## src/sv/mpeg_pkg.sv

```systemverilog
// Package with shared types and constants of the envelope generator.
`timescale 1ns / 1ps
package mpeg_pkg;

  typedef enum logic [1:0] {
    REQ_TICK    = 2'd0,
    REQ_RELEASE = 2'd1,
    REQ_WRITE   = 2'd2,
    REQ_START   = 2'd3
  } req_t;

  localparam logic [1:0] REG_POINT_COUNT = 2'd0;
  localparam logic [1:0] REG_SUSTAIN     = 2'd1;
  localparam logic [1:0] REG_FORCED      = 2'd2;

  typedef struct packed {
    logic [1:0]  req_type;
    logic [5:0]  point_index;
    logic [23:0] point_level;
    logic [16:0] point_step;
    logic [16:0] release_step;
  } req_item_t;

  typedef struct packed {
    logic [23:0] env_value;
    logic        env_finished;
  } res_item_t;

  // Back-end execution states.
  typedef enum logic [1:0] {
    ST_IDLE  = 2'd0,
    ST_READ  = 2'd1,
    ST_MUL   = 2'd2,
    ST_OUT   = 2'd3
  } exec_state_t;

endpackage

```

## src/sv/mpeg_if.sv

```systemverilog


interface mpeg_res_if;
  logic        valid;
  logic        ready;
  logic [23:0] env_value;
  logic        env_finished;
  modport source(output valid, env_value, env_finished, input ready);
  modport sink(input valid, env_value, env_finished, output ready);
endinterface

```

## src/sv/mpeg_back.sv

```systemverilog
// Back end: point tables, envelope state and interpolation.
`timescale 1ns / 1ps
module mpeg_back (
  input  logic                clk,
  input  logic                rst,
  input  mpeg_pkg::req_item_t q_item,
  input  logic                q_valid,
  output logic                q_pop,
  input  logic [6:0]          point_count,
  input  logic [5:0]          sustain_point,
  input  logic                forced_release_enable,
  mpeg_res_if.source          res
);
  localparam logic [16:0] One = 17'h10000;

  logic [23:0] lvl_mem [64];
  logic [16:0] stp_mem [64];
  logic [16:0] rel_mem [64];

  mpeg_pkg::exec_state_t state, state_next;

  logic [6:0]  current_point;
  logic [17:0] phase;
  logic        key_released;
  logic        forced_pending;
  logic        finished;
  logic [23:0] held_value;

  // Tick operands: kind and indexes latched in ST_IDLE, table values in ST_READ.
  typedef enum logic [1:0] { K_FIN, K_SUS, K_FORCE, K_NORM } kind_t;
  kind_t       kind;
  logic [5:0]  idx_a, idx_b;
  logic [23:0] lvl_a, lvl_b;
  logic [16:0] stp_b, rel_b;
  logic signed [25:0] diff;
  logic signed [43:0] prod;
  logic [6:0]  npts;
  logic        out_valid;
  logic [23:0] out_value;
  logic        out_fin;

  always_comb begin
    npts = point_count;
    if (npts < 7'd2) npts = 7'd2;
    if (npts > 7'd64) npts = 7'd64;
  end

  function automatic logic [5:0] clampi(input logic [7:0] i);
    return (i >= 8'd64) ? 6'd63 : i[5:0];
  endfunction

  logic is_tick;
  assign is_tick = (mpeg_pkg::req_t'(q_item.req_type) == mpeg_pkg::REQ_TICK);
  // Non-tick requests finish in IDLE; a tick needs the output slot to be empty
  // or emptying in this cycle.
  assign q_pop = (state == mpeg_pkg::ST_IDLE) && q_valid &&
                 (!is_tick || !out_valid || res.ready);

  always_comb begin
    state_next = state;
    unique case (state)
      mpeg_pkg::ST_IDLE: if (q_pop && is_tick) state_next = mpeg_pkg::ST_READ;
      mpeg_pkg::ST_READ: state_next = mpeg_pkg::ST_MUL;
      mpeg_pkg::ST_MUL:  state_next = mpeg_pkg::ST_OUT;
      mpeg_pkg::ST_OUT:  state_next = mpeg_pkg::ST_IDLE;
      default:           state_next = mpeg_pkg::ST_IDLE;
    endcase
  end

  always_ff @(posedge clk) begin
    if (q_pop && mpeg_pkg::req_t'(q_item.req_type) == mpeg_pkg::REQ_WRITE) begin
      lvl_mem[q_item.point_index] <= q_item.point_level;
      stp_mem[q_item.point_index] <= q_item.point_step;
      rel_mem[q_item.point_index] <= q_item.release_step;
    end
    if (state == mpeg_pkg::ST_READ) begin
      lvl_a <= lvl_mem[idx_a];
      lvl_b <= lvl_mem[idx_b];
      stp_b <= stp_mem[idx_b];
      rel_b <= rel_mem[idx_b];
    end
  end

  // Classify the tick and pick table indexes.
  always_ff @(posedge clk) begin
    if (q_pop && is_tick) begin
      if (finished) begin
        kind <= K_FIN; idx_b <= 6'(npts - 7'd1); idx_a <= 6'(npts - 7'd1);
      end else if (sustain_point != 0 && current_point == {1'b0, sustain_point} + 7'd1
                   && !key_released) begin
        kind <= K_SUS; idx_b <= sustain_point; idx_a <= sustain_point;
      end else if (key_released && forced_pending) begin
        kind <= K_FORCE;
        idx_b <= clampi((sustain_point == 0) ? {1'b0, npts - 7'd1}
                        : {2'b0, sustain_point} + 8'd1);
        idx_a <= 6'd0;
      end else begin
        kind <= K_NORM;
        idx_b <= clampi({1'b0, current_point});
        idx_a <= clampi({1'b0, current_point - 7'd1});
      end
    end
  end

  logic signed [23:0] base;
  logic [17:0] ph_sum;
  logic [16:0] st_sel;
  assign base = (kind == K_FORCE) ? $signed(held_value) : $signed(lvl_a);
  assign st_sel = (kind == K_FORCE) ? rel_b : stp_b;
  assign ph_sum = phase + {1'b0, st_sel};

  always_ff @(posedge clk) begin
    if (state == mpeg_pkg::ST_MUL) begin
      diff <= 26'($signed(lvl_b)) - 26'(base);
    end
  end
  // Floor division by 2^16 is an arithmetic shift.
  assign prod = 44'(diff) * $signed({1'b0, phase[16:0]});

  logic [23:0] lerp_v;
  assign lerp_v = 24'(base + 24'(prod >>> 16));

  always_ff @(posedge clk) begin
    if (rst) begin
      state <= mpeg_pkg::ST_IDLE;
      current_point <= 7'd1;
      phase <= '0;
      key_released <= 1'b0;
      forced_pending <= 1'b1;
      finished <= 1'b0;
      held_value <= '0;
      out_valid <= 1'b0;
    end else begin
      state <= state_next;
      if (res.valid && res.ready) out_valid <= 1'b0;
      if (q_pop) begin
        unique case (mpeg_pkg::req_t'(q_item.req_type))
          mpeg_pkg::REQ_RELEASE: if (!key_released) begin
            key_released <= 1'b1;
            if (forced_pending) phase <= '0;
          end
          mpeg_pkg::REQ_START: begin
            current_point <= 7'd1; phase <= '0; key_released <= 1'b0;
            finished <= 1'b0; held_value <= '0;
            forced_pending <= forced_release_enable;
          end
          default: ;
        endcase
      end
      if (state == mpeg_pkg::ST_OUT) begin
        out_valid <= 1'b1;
        case (kind)
          K_FIN, K_SUS: begin
            held_value <= lvl_b; out_value <= lvl_b; out_fin <= finished;
          end
          K_FORCE: begin
            out_value <= (rel_b == 0) ? lvl_b : lerp_v;
            out_fin <= finished;
            if (ph_sum >= {1'b0, One}) begin
              current_point <= (sustain_point == 0) ? 7'd1 : {1'b0, sustain_point} + 7'd2;
              forced_pending <= 1'b0;
              phase <= '0;
              if (sustain_point == 0 || {1'b0, sustain_point} + 7'd2 >= npts) begin
                finished <= 1'b1; out_fin <= 1'b1;
              end
            end else phase <= ph_sum;
          end
          default: begin
            out_value <= (stp_b >= One) ? lvl_b : lerp_v;
            held_value <= (stp_b >= One) ? lvl_b : lerp_v;
            out_fin <= finished;
            if (ph_sum >= {1'b0, One}) begin
              phase <= '0;
              if (current_point >= npts - 7'd1) begin
                finished <= 1'b1; out_fin <= 1'b1;
              end else current_point <= current_point + 7'd1;
            end else phase <= ph_sum;
          end
        endcase
      end
    end
  end

  assign res.valid = out_valid;
  assign res.env_value = out_value;
  assign res.env_finished = out_fin;
endmodule

```

## src/flat_wrapper.sv

```systemverilog
// flat-port wrapper written by rule: the top's interface ports become plain ports
module mpeg_back_flat 
  (clk, rst, q_item, q_valid, q_pop, point_count, sustain_point, forced_release_enable, res_valid, res_env_value, res_env_finished, res_ready);
  mpeg_res_if res_i ();
  input  logic clk;
  input  logic rst;
  input  mpeg_pkg::req_item_t q_item;
  input  logic q_valid;
  output logic q_pop;
  input  logic [6:0] point_count;
  input  logic [5:0] sustain_point;
  input  logic forced_release_enable;
  output wire logic [$bits(res_i.valid)-1:0] res_valid;
  output wire logic [$bits(res_i.env_value)-1:0] res_env_value;
  output wire logic [$bits(res_i.env_finished)-1:0] res_env_finished;
  input wire logic [$bits(res_i.ready)-1:0] res_ready;
  assign res_valid = res_i.valid;
  assign res_env_value = res_i.env_value;
  assign res_env_finished = res_i.env_finished;
  assign res_i.ready = res_ready;
  mpeg_back u_core (.clk(clk), .rst(rst), .q_item(q_item), .q_valid(q_valid), .q_pop(q_pop), .point_count(point_count), .sustain_point(sustain_point), .forced_release_enable(forced_release_enable), .res(res_i));
endmodule
```

## config.mk

```make
export PLATFORM = sky130hd
export DESIGN_NAME = mpeg_back_flat
export DESIGN_NICKNAME = d
export VERILOG_FILES = /design/src/sv/mpeg_pkg.sv /design/src/sv/mpeg_if.sv /design/src/sv/mpeg_back.sv /design/src/flat_wrapper.sv
export SDC_FILE = /design/constraint.sdc
export NUM_CORES = 2
export LEC_CHECK = 0
export BUFFER_PORTS_ARGS = -buffer_cell sky130_fd_sc_hd__buf_4
export CORE_MARGIN = 2
export CORE_UTILIZATION = 57
export CTS_BUF_LIST = sky130_fd_sc_hd__clkbuf_16
export DETAILED_ROUTE_END_ITERATION = 12
export GPL_ROUTABILITY_DRIVEN = 1
export PLACE_DENSITY = 0.73
export RECOVER_POWER = 100
export SYNTH_ARGS = -nofsm -noshare
export SYNTH_HDL_FRONTEND = slang
export SYNTH_SLANG_ARGS = --single-unit
```

## constraint.sdc

```tcl
create_clock -name clk -period 11.17 [get_ports clk]
set_input_delay 1.117 -clock clk [delete_from_list [all_inputs] [get_ports clk]]
set_output_delay 1.117 -clock clk [all_outputs]
set_load 0.01 [all_outputs]
```

==> run metrics <==
synth cell count leaders=edfxtp_1 (3858), mux4_2 (1700), inv_1 (511), fa_1 (397), nand2_1 (350); Clk Tree Root Cell=clkbuf_16; Crit path max-delay family=buffers and inverters; width of the die=~560 µm; DRT iter0 DRCs=14.6k; Via density=7.15; critical-path cell list=inv_1 -> ha_1 -> nand2_1 -> nor4b_1 -> clkbuf_1 -> nand2_1 -> nor2_1 -> clkbuf_1 -> clkbuf_1; Logic pwr share=10.6%; Synth Warn #=0; DIE AREA=0.318 mm²; top-count cell post-synth=edfxtp_1; CP bufs+invs=4; port buffer count=110; status=finished, violations left; Core Area=0.312 mm²; Min-Delay Path Class=primary input to register; post-cts resize count=0; failing checks=max-capacitance violations, max-slew violations; DPL Wire Length=288000 µm; Post-Syn Area=0.179 mm²; Final period util=91.1%; clk_skew=~0.076 ns; RR Endpoint=u_core.lvl_mem[25][18]; Mapped Nets=9403; Final Core Density=62.9%; Finished Layout Cells=13.4k; Reg power frac=between 50% and 60%; initial antenna violation count=47; PwrDens=about 170 mW/mm²; NetSw=8040 µW; Sw Ratio=24.2%; most frequent CP cell=clkbuf_1; peak supply drop=173 µV; final setup fails=0; unrepaired setup endpoints after global routing=no; Initial Util=between 50% and 60%; synthesized flop and latch total=3913; max_cap viols=roughly 260; # rows=205; post-route minimum period=10.18 ns; Remaining DRCs=0; setup bufs post-CTS=0; share of the yosys chip area belonging to registers=65.5%; R2R setup slack=0.99 ns; critical path type=register to register; asr flop ratio synth=0%; met3 Resource Use GR=8.59%; GR met2 Demand/Resource=51.8%; post-route cell area=0.196 mm²; FF-to-FF path depth=9; Netlist cell types=between 80 and 90; setup TNS=0 ns; Required @ worst endpoint=between 10 and 15 ns; Setup crit start=u_core.state[0]; syn_area_per_cell=20.4 µm²; Clk pwr share=about 40%; Hold-fix buffers, CTS=0; Fmax=around 0.098 GHz; critical path arrival=10.60 ns; DP Area=roughly 0.19 mm²; Final Max Tran Viols=9122; Clock Pin Slew Worst Setup and Hold Paths=0.06 ns; Fin. Hold Viols=0; top cells by area, synth=edfxtp_1 (65%), mux4_2 (21%), fa_1 (4.4%); Vias=~96k; total congestion overflow=0; Critical Path Sink=u_core.lvl_mem[25][18]; Area growth, synth to finish=9.86%; CP peak stage delay=2.92 ns; Num CTS Buffers=392; nets=9622; number of synthesized flops with an enable pin=3858; first-pass GRT wire length=734000 µm; Int Power=around 25000 µW; Synth Instances=8736; Critical Path Fanout Max=29; cell taking the most area after synthesis=edfxtp_1; Pwr Total=33100 µW; Die H=approximately 560 µm; stages on the worst setup path=9; DRT antenna net count=0; # clock sinks=3913; Pre-antenna DRT Iters=7; Placer Congestion=0.870; # IOs=111; R2R Path Start=u_core.state[0]; clock buffer depth=4; area fraction of the dominant cell type after synthesis=roughly two thirds; CP Capture Type=register; Critical Path Source Type=register; Clk Latency, worst-skew pair=0.99 ns; Most used DFF post-synth=edfxtp_1; GRT Resource Usage Total=approximately 33%; Slew headroom=-371%; DP Cell Count=between 10k and 15k; maximum number of pins on one net before global-route repair=140; slowest CP cell=clkbuf_1; CTS tree=done; share of cells above drive strength 1=around 26%; measured slew at the worst slew-check pin=a little over 7 ns; H-Tree Depth=5; Avg WL per Cell=slightly below 40 µm; DRT Wirelength=around 520000 µm; grt met1 use=44.9%; global route hottest layer=met2; vias in the first global route=97.1k; leakage power=0.0646 µW
==> state kept, by name (all words and copies together), names as in the netlist, 2 cells and up <==
register	count
u_core.lvl_a	24
u_core.stp_mem	1088
u_core.lvl_b	24
u_core.res.env_value	24
u_core.lvl_mem	1536
u_core.state	2
u_core.kind	2
u_core.diff	25
u_core.idx_b	6
u_core.idx_a	6
u_core.phase	18
u_core.rel_b	17
u_core.rel_mem	1088
u_core.current_point	7
u_core.held_value	24
u_core.stp_b	17
==> per-layer routing <==
layer	vias up	wire, µm
met2	7236	247000
met3	1308	67300
met5	-	172
met1	51300	179000
li1	36100	-
met4	24	26300
==> metrics by stage <==
stage	setup WS, ns	hold slack [ns]
2_1_floorplan	3.09	0.425
3_3_place_gp	1.82	0.438
3_5_place_dp	1.78	0.449
4_1_cts	1.67	0.385
5_1_grt	0.630	0.430
6_report	0.994	0.426
==> placed cells by master (no fill, tap or decap), types with 34 or more instances in the layout <==
cell type     n
fa_1        397
xor2_1       34
mux2i_1      68
o21ai_0     113
edfxtp_1   3858
clkbuf_16   393
mux4_2     1700
dfxtp_1      55
inv_1       594
a21o_1       38
buf_4        58
a22oi_1      36
and2_1      253
ha_1        186
a21oi_1      71
clkinv_2     66
nor2_1      162
nand2_1     349
clkbuf_1    237
xnor2_1      74
clkinv_1     88
==> tightest hold or removal path, delay by kind of cell <==
| family | cells | cell delay (ns) |
|---|---|---|
| AO/OA/AOI/OAI | 1 | 0.11 |
| multiplexers | 1 | 0.05 |
| buffers and inverters | 1 | 0.09 |
==> power by group through the flow <==
stage / clock network [µW] / logic, µW / registers, µW
final: 12900 / 3510 / 16700
after global routing: 13600 / 3730 / 16700
after CTS: 13000 / 3480 / 16700
after detailed placement: 0 / 3450 / 17000
after global placement: 0 / 3390 / 17000
after floorplan: 0 / 2330 / 16800
==> logic make-up after synthesis <==
| logic type | after synthesis | share of synthesized area [%] |
|---|---|---|
| and+or+nand+nor | 940 | 2.56 |
| buffers and inverters | 1010 | 2.22 |
| muxes | 1798 | 22.0 |
| xor gates and xnor gates | 109 | 0.539 |
| adders and majority gates | 583 | 5.75 |
| AOI/OAI and AO/OA | 383 | 1.43 |
| DFF | 3913 | 65.5 |
==> worst min path at each step <==
| stage | start | endpoint | slack [ns] | cells after the start |
|---|---|---|---|---|
| CTS | res_ready | u_core.res.valid | 0.39 | 4 |
| floorplan | u_core.held_value[10] | u_core.held_value[10] | 0.42 | 2 |
| finish | forced_release_enable | u_core.forced_pending | 0.43 | 3 |
| global route | res_ready | u_core.res.valid | 0.43 | 4 |
| detailed placement | u_core.held_value[0] | u_core.held_value[0] | 0.45 | 2 |
| global placement | u_core.held_value[15] | u_core.held_value[15] | 0.44 | 2 |
==> area by class of cell <==
| type | instances | area (µm²) |
|---|---|---|
| Sequential cell | 3913 | 117000 |
| Fill cell | 21000 | 116000 |
| Multi-Input combinational cell | 3813 | 57700 |
| Clock buffer | 393 | 9830 |
| Tap cell | 4140 | 5180 |
| Clock inverter | 314 | 2760 |
| Inverter | 511 | 1920 |
| Timing Repair Buffer | 324 | 1780 |
| Antenna cell | 33 | 82.6 |
No activity file was read; power rests on OpenSTA's default activity.
