===== config.mk =====
export PLATFORM = sky130hd
export DESIGN_NAME = mpeg_front_flat
export DESIGN_NICKNAME = d
export VERILOG_FILES = /design/src/sv/mpeg_pkg.sv /design/src/sv/mpeg_if.sv /design/src/sv/mpeg_front.sv /design/src/flat_wrapper.sv
export SDC_FILE = /design/constraint.sdc
export NUM_CORES = 1
export LEC_CHECK = 0
export BUFFER_PORTS_ARGS = -buffer_cell sky130_fd_sc_hd__buf_2
export CAP_MARGIN = 10
export CORE_MARGIN = 5
export CORE_UTILIZATION = 45
export CTS_CLUSTER_SIZE = 25
export DETAILED_ROUTE_END_ITERATION = 8
export PLACE_DENSITY_LB_ADDON = 0.1
export SETUP_SLACK_MARGIN = 0.05
export SYNTH_ARGS = -nofsm -noshare
export SYNTH_HDL_FRONTEND = slang
export SYNTH_SLANG_ARGS = --single-unit

===== constraint.sdc =====
create_clock -name clk -period 1.95 [get_ports clk]
set_input_delay 0.39 -clock clk [delete_from_list [all_inputs] [get_ports clk]]
set_output_delay 0.39 -clock clk [all_outputs]
set_load 0.05 [all_outputs]

===== src/sv/mpeg_pkg.sv =====
// Package with shared types and constants of the envelope generator.
`timescale 1ns / 1ps
package mpeg_pkg;

  typedef enum logic [1:0] {
    REQ_TICK    = 2'd0,
    REQ_RELEASE = 2'd1,
    REQ_WRITE   = 2'd2,
    REQ_START   = 2'd3
  } req_t;

  localparam logic [1:0] REG_POINT_COUNT = 2'd0;
  localparam logic [1:0] REG_SUSTAIN     = 2'd1;
  localparam logic [1:0] REG_FORCED      = 2'd2;

  typedef struct packed {
    logic [1:0]  req_type;
    logic [5:0]  point_index;
    logic [23:0] point_level;
    logic [16:0] point_step;
    logic [16:0] release_step;
  } req_item_t;

  typedef struct packed {
    logic [23:0] env_value;
    logic        env_finished;
  } res_item_t;

  // Back-end execution states.
  typedef enum logic [1:0] {
    ST_IDLE  = 2'd0,
    ST_READ  = 2'd1,
    ST_MUL   = 2'd2,
    ST_OUT   = 2'd3
  } exec_state_t;

endpackage


===== src/sv/mpeg_if.sv =====
// Valid/ready channel interfaces for requests and results.
`timescale 1ns / 1ps
interface mpeg_req_if;
  logic        valid;
  logic        ready;
  logic [1:0]  req_type;
  logic [5:0]  point_index;
  logic [23:0] point_level;
  logic [16:0] point_step;
  logic [16:0] release_step;
  modport source(output valid, req_type, point_index, point_level, point_step, release_step,
    input ready);
  modport sink(input valid, req_type, point_index, point_level, point_step, release_step,
    output ready);
endinterface



===== src/sv/mpeg_front.sv =====
// Front end: accepts requests and queues them for the back end.
`timescale 1ns / 1ps
module mpeg_front #(
  parameter int Depth = 4
) (
  input  logic               clk,
  input  logic               rst,
  mpeg_req_if.sink           req,
  output mpeg_pkg::req_item_t q_item,
  output logic               q_valid,
  input  logic               q_pop
);
  localparam int AW = (Depth > 1) ? $clog2(Depth) : 1;

  mpeg_pkg::req_item_t mem [Depth];
  logic [AW-1:0] wr_ptr;
  logic [AW-1:0] rd_ptr;
  logic [AW:0]   count;
  logic          push;

  assign req.ready = (count != (AW+1)'(Depth));
  assign push = req.valid && req.ready;
  assign q_valid = (count != '0);
  assign q_item = mem[rd_ptr];

  always_ff @(posedge clk) begin
    if (push) begin
      mem[wr_ptr] <= '{req.req_type, req.point_index, req.point_level,
                       req.point_step, req.release_step};
    end
  end

  always_ff @(posedge clk) begin
    if (rst) begin
      wr_ptr <= '0;
      rd_ptr <= '0;
      count <= '0;
    end else begin
      if (push) wr_ptr <= (wr_ptr == AW'(Depth - 1)) ? '0 : wr_ptr + 1'b1;
      if (q_pop) rd_ptr <= (rd_ptr == AW'(Depth - 1)) ? '0 : rd_ptr + 1'b1;
      count <= count + (AW+1)'(push) - (AW+1)'(q_pop);
    end
  end
endmodule


===== src/flat_wrapper.sv =====
// flat-port wrapper written by rule: the top's interface ports become plain ports
module mpeg_front_flat 
#(
  parameter int Depth = 4
)
  (clk, rst, q_item, q_valid, q_pop, req_valid, req_req_type, req_point_index, req_point_level, req_point_step, req_release_step, req_ready);
  mpeg_req_if req_i ();
  input  logic clk;
  input  logic rst;
  output mpeg_pkg::req_item_t q_item;
  output logic q_valid;
  input  logic q_pop;
  input wire logic [$bits(req_i.valid)-1:0] req_valid;
  input wire logic [$bits(req_i.req_type)-1:0] req_req_type;
  input wire logic [$bits(req_i.point_index)-1:0] req_point_index;
  input wire logic [$bits(req_i.point_level)-1:0] req_point_level;
  input wire logic [$bits(req_i.point_step)-1:0] req_point_step;
  input wire logic [$bits(req_i.release_step)-1:0] req_release_step;
  output wire logic [$bits(req_i.ready)-1:0] req_ready;
  assign req_i.valid = req_valid;
  assign req_i.req_type = req_req_type;
  assign req_i.point_index = req_point_index;
  assign req_i.point_level = req_point_level;
  assign req_i.point_step = req_point_step;
  assign req_i.release_step = req_release_step;
  assign req_ready = req_i.ready;
  mpeg_front #(.Depth(Depth)) u_core (.clk(clk), .rst(rst), .req(req_i), .q_item(q_item), .q_valid(q_valid), .q_pop(q_pop));
endmodule

==> results of run 1 <==
area by class of cell:
| class | count | area share (%) |
|---|---|---|
| Clock buffer | 44 | 6.497 |
| Clock inverter | 8 | 0.2833 |
| Sequential cell | 273 | 63.42 |
| Timing Repair Buffer | 170 | 12.82 |
| Multi-Input combinational cell | 98 | 14.05 |
| Tap cell | 280 | 2.736 |
| Inverter | 6 | 0.1759 |
| Antenna cell | 1 | 0.01954 |
cell usage after synthesis:
| cell | count | area, µm² |
|---|---|---|
| mux2i_1 | 2 | 20.02 |
| edfxtp_1 | 264 | 7928 |
| ha_1 | 7 | 87.58 |
| fa_1 | 1 | 20.02 |
| inv_1 | 6 | 22.52 |
| or3b_1 | 1 | 8.760 |
| and2_1 | 1 | 6.260 |
| xor2_1 | 1 | 8.760 |
| or3_2 | 1 | 7.510 |
| buf_6 | 5 | 56.30 |
| nor3b_1 | 1 | 7.510 |
| and2_4 | 1 | 8.760 |
| and3_2 | 4 | 30.03 |
| clkbuf_1 | 3 | 11.26 |
| buf_4 | 1 | 7.510 |
| buf_2 | 7 | 35.03 |
| dfxtp_1 | 9 | 180.2 |
| nor2b_1 | 1 | 6.260 |
| nand3_1 | 1 | 5.000 |
| nor3_1 | 2 | 10.01 |
| a21oi_1 | 1 | 5.000 |
| mux4_2 | 66 | 1486 |
| o31ai_2 | 1 | 12.51 |
| nor2_1 | 4 | 15.01 |
| nand2b_1 | 2 | 12.51 |
state kept, by name, indices dropped and copies added (netlist names), named ones only:
signal / cells
u_core.rd_ptr: 2
u_core.wr_ptr: 2
u_core.count: 3
u_core.mem: 264
worst reg2reg max path, cell delays in order, from the launching register on:
cell and delay, ns:
dfxtp_4 0.34, or3b_4 0.40, and2_4 0.15, ha_2 0.17
inv_2 0.05, fa_2 0.21, xor2_2 0.16, and2_4 0.16
nor3_2 0.04
report_power, final:
part / switching (mW) / internal (mW) / leakage, nW
registers: 0.136 / 7.14 / 2.49
clock network: 2.01 / 2.91 / 0.421
logic: 2.23 / 1.46 / 1.45
routing by layer:
metal / part of all wire [%] / track usage, % / up-vias
met5: 0.037 / 0 / -
met1: 39 / 18.26 / 2422
met2: 54 / 25.59 / 111
met3: 6.1 / 3.676 / 21
met4: 1.2 / 3.024 / 2
li1: - / - / 2053
metrics by stage:
step	TNS, ns	cells	total power, mW
after floorplan	-4.665	393	9.555
after global placement	0	811	10.38
after detailed placement	-0.04475	811	10.44
after CTS	-24.23	869	15.99
after global routing	-26.58	880	16.58
final	-21.58	880	15.89
kinds of logic after synthesis:
kind of cell / share of synthesized area (%)
xor gates and xnor gates: 0.08761
muxes: 15.07
buffers and inverters: 1.326
DFF: 81.09
adders and majority gates: 1.076
AOI/OAI and AO/OA: 0.1751
and+or+nand+nor: 1.176
final timing paths:
| check | startpoint | end | slack, ns | depth (start not counted) |
|---|---|---|---|---|
| max | flip-flop | q_item[8] | -0.37 | 4 |
| min | req_release_step[4] | u_core.mem[0][4]$_DFFE_PP_ | 0.09 | 1 |
| max reg2reg | u_core.count[1]$_SDFF_PP0_ | u_core.count[2]$_SDFF_PP0_ | 0.15 | 8 |
| min reg2reg | u_core.wr_ptr[1]$_SDFFE_PP0N_ | u_core.wr_ptr[1]$_SDFFE_PP0N_ | 0.52 | 2 |
cell usage in the layout (no fill, tap or decap), types with 2 or more instances in the layout:
cell       netlist  final
nor2_1           4      4
and2_4           1      2
inv_1            6      5
buf_8            0      3
mux4_2          66     66
ha_1             7      6
edfxtp_1       264    264
dfxtp_1          9      4
buf_4            1     12
mux2i_1          2      2
buf_2            7     69
clkbuf_16        0     33
buf_16           0      2
nand2b_1         2      2
clkinv_2         0      2
clkbuf_1         3     10
dfxtp_2          0      2
and3_4           0      4
buf_12           0     12
clkinv_1         0      5
dfxtp_4          0      3
clkbuf_8         0      5
buf_6            5     68
what timing repair did:
item / 4_1_cts / 5_1_grt
endpoints found under the setup margin: 68 / 68
buffers inserted: 6 / 5
endpoints found under the hold margin: 0 / 0
cloned: 0 / 6
pin swaps: 0 / 7
resized for setup: 152 / 11
==> flow_summary.ini, run 1 <==
[placed_design]
port-buffer-count = 137
hpwlAfterDp_um = 11080
placed_cell_area_um2 = 11200
place_ws_ns = -0.04475
finalWeightedCongestion = 0.6844

[sta]
rsz0062_at_grt = true
fin_crit_sh_pct = 119.2
skew_ns = 0.01517
fmax_ghz = 0.4304
hold_ws_ns = 0.08670
drv_slew = 0
hold_violations = 0
max_slew_margin_pct = 67.95
final-setup-viol-count = 66
tightestPinTransition_ns = 0.4807
finalWorstSetupSlack_ns = -0.3736
period_needed_ns = 2.324

[synth]
syn_area_per_cell_um2 = 25.44
synth_fp_nets = 471
netlist_area_um2 = 9998
ys_types = 25
syn_inst = 393
synth_warnings = 0
ys_seq_area_share_pct = 81.09
ys_seq_elements = 273

[grt]
grt_antenna_before_repair = 2
grt_pass1_vias = 5128
grt_pass1_wl_um = 29130
grtUsageTotal_pct = 14.49
globalRoute.totalOverflow = 0
grt_max_degree = 37

[final_layout]
fin_nets = 655
fill_cells = 1595
final_layout_size_suffix_gt1_share_pct = 48.75
fin_area_um2 = 12810
seqCellArea_um2 = 8122
multi_input_area_um2 = 1799
final_core_util_pct = 58.68
area_delta_synth_final_pct = 28.08

[clock_network]
cts_tree = done
clockBufferDepth = 3
cts-root-buf = clkbuf_16
ctsHoldBuffers = 0
cts_made_buffers = 28
clock-sinks = 273
cts.clk_slew.worst_paths_ns = 0.06
insertion_delay_ns = 0.52
cts_htree_levels = 1

[critical_path]
crit_chain = buf_12 -> clkbuf_16 -> mux4_2 -> buf_6
arrival_ns = 1.93
path_buf_inv = 3
worst_setup_path_end_kind = output port
cp.required_ns = 1.56
critPathTopFamily = multiplexers
cp_max_fo = 6
crit_path_start_kind = flip-flop
worstSetupPathType = flip-flop to output port
cp_slowest_stage_delay_ns = 0.52
cp_slowest_cell = mux4_2

[route]
post_drt_wl_per_cell_um = 21.55
viasPerCell = 5.238
ant_nets = 0
wl_um = 18960
drc = 0
drt_first_iter_violations = 256
dr.pass1.iters = 4
vias = 4609

[worst_hold_path]
hold_path.class = input pin to flip-flop

[run_status]
violations = negative setup slack
status = finished with violations

[pwr]
p_per_area_nw_per_um2 = 1241
p_leak_nw = 4.366
ir_worst_vdd_mv = 0.8772

[floorplan]
die-area_um2 = 25300
pin_count = 138
coreArea_um2 = 21820
die_y_um = 159.1
start_util_pct = 45.81
die_w_um = 159.1
rows = 54

[job]
cap_viol_max_count = 0
No activity file was read; power rests on OpenSTA's default activity.
==> run 2: changes to the inputs <==
- CORE_UTILIZATION: 45 -> 30
- clock period: 1.95 -> 2.4 ns (I/O delays scaled with it)
==> flow_summary.ini, run 2 (synthesized netlist as in run 1, its figures left out) <==
[run_status]
status = finished with violations
violations = negative setup slack

[placed_design]
hpwlAfterDp_um = 13130
finalWeightedCongestion = 0.6886
place_ws_ns = 0.3358
port-buffer-count = 137

[clock_network]
insertion_delay_ns = 0.55
clock-sinks = 273
cts_tree = done
clockBufferDepth = 3
cts_made_buffers = 31
cts-root-buf = clkbuf_16
ctsHoldBuffers = 0
cts.clk_slew.worst_paths_ns = 0.06
cts_htree_levels = 1

[critical_path]
r2r_end = u_core.count[2]$_SDFF_PP0_
worstSetupPathType = flip-flop to output port
arrival_ns = 1.98
reg2reg_slack_ns = 0.36
cp.required_ns = 1.92
r2r-start = u_core.count[1]$_SDFF_PP0_
worst_setup_path_end_kind = output port
worstRegToRegCells = 8
crit_path_start_kind = flip-flop
cp_max_fo = 12

[sta]
rsz0062_at_grt = true
finalWorstSetupSlack_ns = -0.05525
hold_ws_ns = 0.1442
final-setup-viol-count = 47
drv_slew = 0
max_slew_margin_pct = 70.27
period_needed_ns = 2.455
skew_ns = 0.01188
fin_crit_sh_pct = 102.3
fmax_ghz = 0.4073
tightestPinTransition_ns = 0.4460
hold_violations = 0

[grt]
grt_pass1_vias = 5200
grt_pass1_wl_um = 31670
grt_antenna_before_repair = 5
globalRoute.totalOverflow = 0
grtUsageTotal_pct = 11.33
grt_max_degree = 45

[final_layout]
area_delta_synth_final_pct = 30.46
fill_cells = 2957
seqCellArea_um2 = 8115
multi_input_area_um2 = 1773
mostFrequentLayoutCells = edfxtp_1 (264), buf_2 (71), buf_6 (67), mux4_2 (66), clkbuf_16 (34)
top_register = u_core.mem
biggestRegsByFlops = u_core.mem x264, u_core.count x3
fin_nets = 653
final_common_cell = edfxtp_1
largest_reg_flops = 264
final_layout_size_suffix_gt1_share_pct = 46.83

[pwr]
ir_worst_vdd_mv = 0.5588
p_per_area_nw_per_um2 = 1033
total_power_mw = 13.47
p_leak_nw = 4.393

[floorplan]
start_util_pct = 30.57
coreArea_um2 = 32700
die_y_um = 192.6
die_w_um = 192.6
pin_count = 138
die-area_um2 = 37080
rows = 66

[worst_hold_path]
holdPathEnd = u_core.mem[1][32]$_DFFE_PP_
hold_path.class = input pin to flip-flop
hold_depth = 1
hold_start = req_point_step[15]

[route]
drt_first_iter_violations = 187
drc = 0
wl_um = 21760
vias = 4602
ant_nets = 0
dr.pass1.iters = 4
viasPerCell = 4.408
post_drt_wl_per_cell_um = 20.84

[job]
cap_viol_max_count = 0
## run 2: changes by cell type in the layout (fill, tap and decap cells not counted), moves of 2 or more
| cell | previous run | this run |
|---|---|---|
| dfxtp_1 | 4 | 7 |
| buf_2 | 69 | 71 |
| clkinv_1 | 5 | 8 |
| bufinv_16 | 0 | 5 |
| clkbuf_8 | 5 | 0 |
| buf_8 | 3 | 0 |
| buf_12 | 12 | 10 |
| inv_6 | 0 | 2 |
| dfxtp_2 | 2 | 0 |
## run 2: repair_timing
item                                    4_1_cts  5_1_grt
resized for setup                            86       74
setup buffers                                 0        4
endpoints found under the setup margin       66       66
cloned                                        0        5
## run 2: per-layer routing
layer  wire length, µm  up-vias  global-route usage (%)
li1                  -     2048                       -
met1              9337     2392                   14.45
met2             10620      109                   19.14
met3              1301       45                   3.274
met4               457        8                   2.825
met5                41        -                       0
## run 2: final cells by class
cell class              count  share of cell area [%]
inverters                   6                  0.1727
diodes                      2                 0.03837
clock buffers              40                   6.206
well taps                 442                   4.240
clock inverters            18                   1.650
repair buffers            165                   11.88
flip-flops and latches    273                   62.22
multi-input cells          98                   13.59
## run 2: stage by stage
step                util, %  instances  cell area (µm²)  TNS (ns)
floorplan                 -        393             9998         0
global placement      34.95        975            11430         0
detailed placement    34.95        975            11430         0
CTS                   38.92       1033            12730    -5.529
global route          39.87       1042            13040    -5.638
finish                39.89       1044            13040   -0.7160
## run 2: critical path: stages (launching register included)
cell     delay (ns)
dfxtp_4        0.37
buf_12         0.13
buf_16         0.17
mux4_2         0.56
buf_6          0.18
## run 2: worst max path at each step
| stage | end | slack (ns) | cells past startpoint |
|---|---|---|---|
| floorplan | u_core.mem[0][0]$_DFFE_PP_ | 0.39 | 3 |
| global placement | u_core.count[2]$_SDFF_PP0_ | 0.37 | 9 |
| detailed placement | u_core.count[2]$_SDFF_PP0_ | 0.34 | 9 |
| CTS | q_item[56] | -0.15 | 3 |
| global route | q_item[15] | -0.13 | 4 |
| finish | q_item[15] | -0.06 | 4 |
## run 2: power breakdown
part | leakage [nW] | switching (mW) | internal (mW) | total (mW)
registers | 2.49 | 0.119 | 5.79 | 5.91
clock network | 0.493 | 1.78 | 2.90 | 4.68
logic | 1.41 | 1.82 | 1.06 | 2.88
total | 4.39 | 3.71 | 9.76 | 13.5
==> run 3: changes to the inputs <==
- PLACE_DENSITY_LB_ADDON: 0.1 -> 0.25
==> flow_summary.ini, run 3 (synthesized netlist as in run 1, its figures left out) <==
[final_layout]
final_common_cell = edfxtp_1
final_layout_size_suffix_gt1_share_pct = 46.77
biggestRegsByFlops = u_core.mem x264, u_core.count x3
fill_cells = 2968
final_core_util_pct = 39.62
top_register = u_core.mem
fin_nets = 645
multi_input_area_um2 = 1773
area_delta_synth_final_pct = 29.58
seqCellArea_um2 = 8115
n_antenna_cell = 0
largest_reg_flops = 264
mostFrequentLayoutCells = edfxtp_1 (264), buf_2 (71), mux4_2 (66), buf_6 (62), clkbuf_16 (31)

[clock_network]
insertion_delay_ns = 0.54
cts-root-buf = clkbuf_16
clock-sinks = 273
ctsHoldBuffers = 0
cts_made_buffers = 30
cts_tree = done
cts.clk_slew.worst_paths_ns = 0.06
clockBufferDepth = 3
cts_htree_levels = 1

[floorplan]
die_w_um = 192.6
start_util_pct = 30.57
coreArea_um2 = 32700
rows = 66
pin_count = 138
die_y_um = 192.6
die-area_um2 = 37080

[run_status]
violations = negative setup slack
status = finished with violations

[job]
cap_viol_max_count = 0

[critical_path]
crit_path_start_kind = flip-flop
arrival_ns = 1.95
cp_max_fo = 13
worstSetupPathType = flip-flop to output port
worst_setup_path_end_kind = output port
r2r-start = u_core.count[2]$_SDFF_PP0_
r2r_end = u_core.count[2]$_SDFF_PP0_
worstRegToRegCells = 8
cp.required_ns = 1.92
reg2reg_slack_ns = 0.31

[sta]
max_slew_margin_pct = 73.74
fmax_ghz = 0.4111
drv_slew = 0
tightestPinTransition_ns = 0.3939
final-setup-viol-count = 26
rsz0062_at_grt = true
finalWorstSetupSlack_ns = -0.03241
skew_ns = 0.01224
period_needed_ns = 2.432
fin_crit_sh_pct = 101.4
hold_violations = 0

[route]
wl_um = 20520
dr.pass1.iters = 4
ant_nets = 0
drt_first_iter_violations = 238
drc = 0
vias = 4548
post_drt_wl_per_cell_um = 19.92
viasPerCell = 4.416

[worst_hold_path]
hold_start = req_point_level[1]
hold_depth = 1
holdPathEnd = u_core.mem[0][35]$_DFFE_PP_
hold_path.class = input pin to flip-flop

[grt]
grt_antenna_before_repair = 4
grt_pass1_vias = 5097
globalRoute.totalOverflow = 0
grtUsageTotal_pct = 11.02
grt_pass1_wl_um = 30810
grt_max_degree = 27

[pwr]
ir_worst_vdd_mv = 0.6743
p_leak_nw = 4.340
p_per_area_nw_per_um2 = 1024

[placed_design]
place_ws_ns = 0.2609
hpwlAfterDp_um = 12560
port-buffer-count = 137
finalWeightedCongestion = 0.7071
==> run 3: cell types whose count changed in the layout (fill, tap and decap cells not counted) <==
cell and change:
buf_16 +3, diode_2 -2, bufinv_16 -1, buf_4 -4
inv_6 -1, buf_12 +2, clkinv_2 +2, buf_6 -5
clkinvlp_4 +1, clkbuf_16 -3, clkbuf_1 -6
==> run 3: worst max path at each step <==
| stage | startpoint | cells after the start | slack, ns | to |
|---|---|---|---|---|
| detailed placement | q_pop | 9 | 0.26 | u_core.count[2]$_SDFF_PP0_ |
| finish | flip-flop | 4 | -0.03 | q_item[27] |
| floorplan | u_core.count[1]$_SDFF_PP0_ | 3 | 0.39 | u_core.mem[0][0]$_DFFE_PP_ |
| global route | flip-flop | 4 | -0.13 | q_item[2] |
| global placement | q_pop | 9 | 0.36 | u_core.count[2]$_SDFF_PP0_ |
| CTS | flip-flop | 4 | -0.10 | q_item[4] |
==> run 3: worst max-delay path, cell delays in order (launching register included) <==
cell	delay [ns]
dfxtp_4	0.37
buf_12	0.12
buf_16	0.16
mux4_2	0.55
buf_6	0.18
==> run 3: area by class of cell <==
cell class              instances  area share (%)
repair buffers                158           11.67
multi-input cells              98           13.68
clock buffers                  34           6.074
flip-flops and latches        273           62.64
inverters                       6          0.1738
well taps                     442           4.268
clock inverters                19           1.497
==> run 3: what timing repair did <==
action                                  CTS  global route
buffers inserted                          3             0
endpoints found under the setup margin   66            66
gates resized for setup                 114            20
cloned                                    4             0
==> run 3: power breakdown <==
group,leakage [nW],switching [mW],internal (mW)
logic,1.37,1.79,1.06
registers,2.49,0.125,5.79
clock network,0.475,1.75,2.76
total,4.34,3.66,9.61
==> run 3: per-layer routing <==
metal,global-route usage (%),vias to the layer above,part of all wire (%)
met3,3.003,38,6.7
met5,0,-,0.28
met2,18.30,121,49
li1,-,2025,-
met1,14.49,2356,42
met4,2.660,8,2.0
==> run 3: per-stage QoR <==
step	power [mW]	instance area, µm²	setup TNS, ns	cells	hold WS [ns]
floorplan	7.761	9998	0	393	0.4819
CTS	13.45	12880	-4.306	1030	0.1150
global placement	8.470	11420	0	970	0.4933
global route	13.82	12960	-5.467	1030	0.1269
finish	13.27	12960	-0.4181	1030	0.1541
detailed placement	8.543	11420	0	970	0.5225
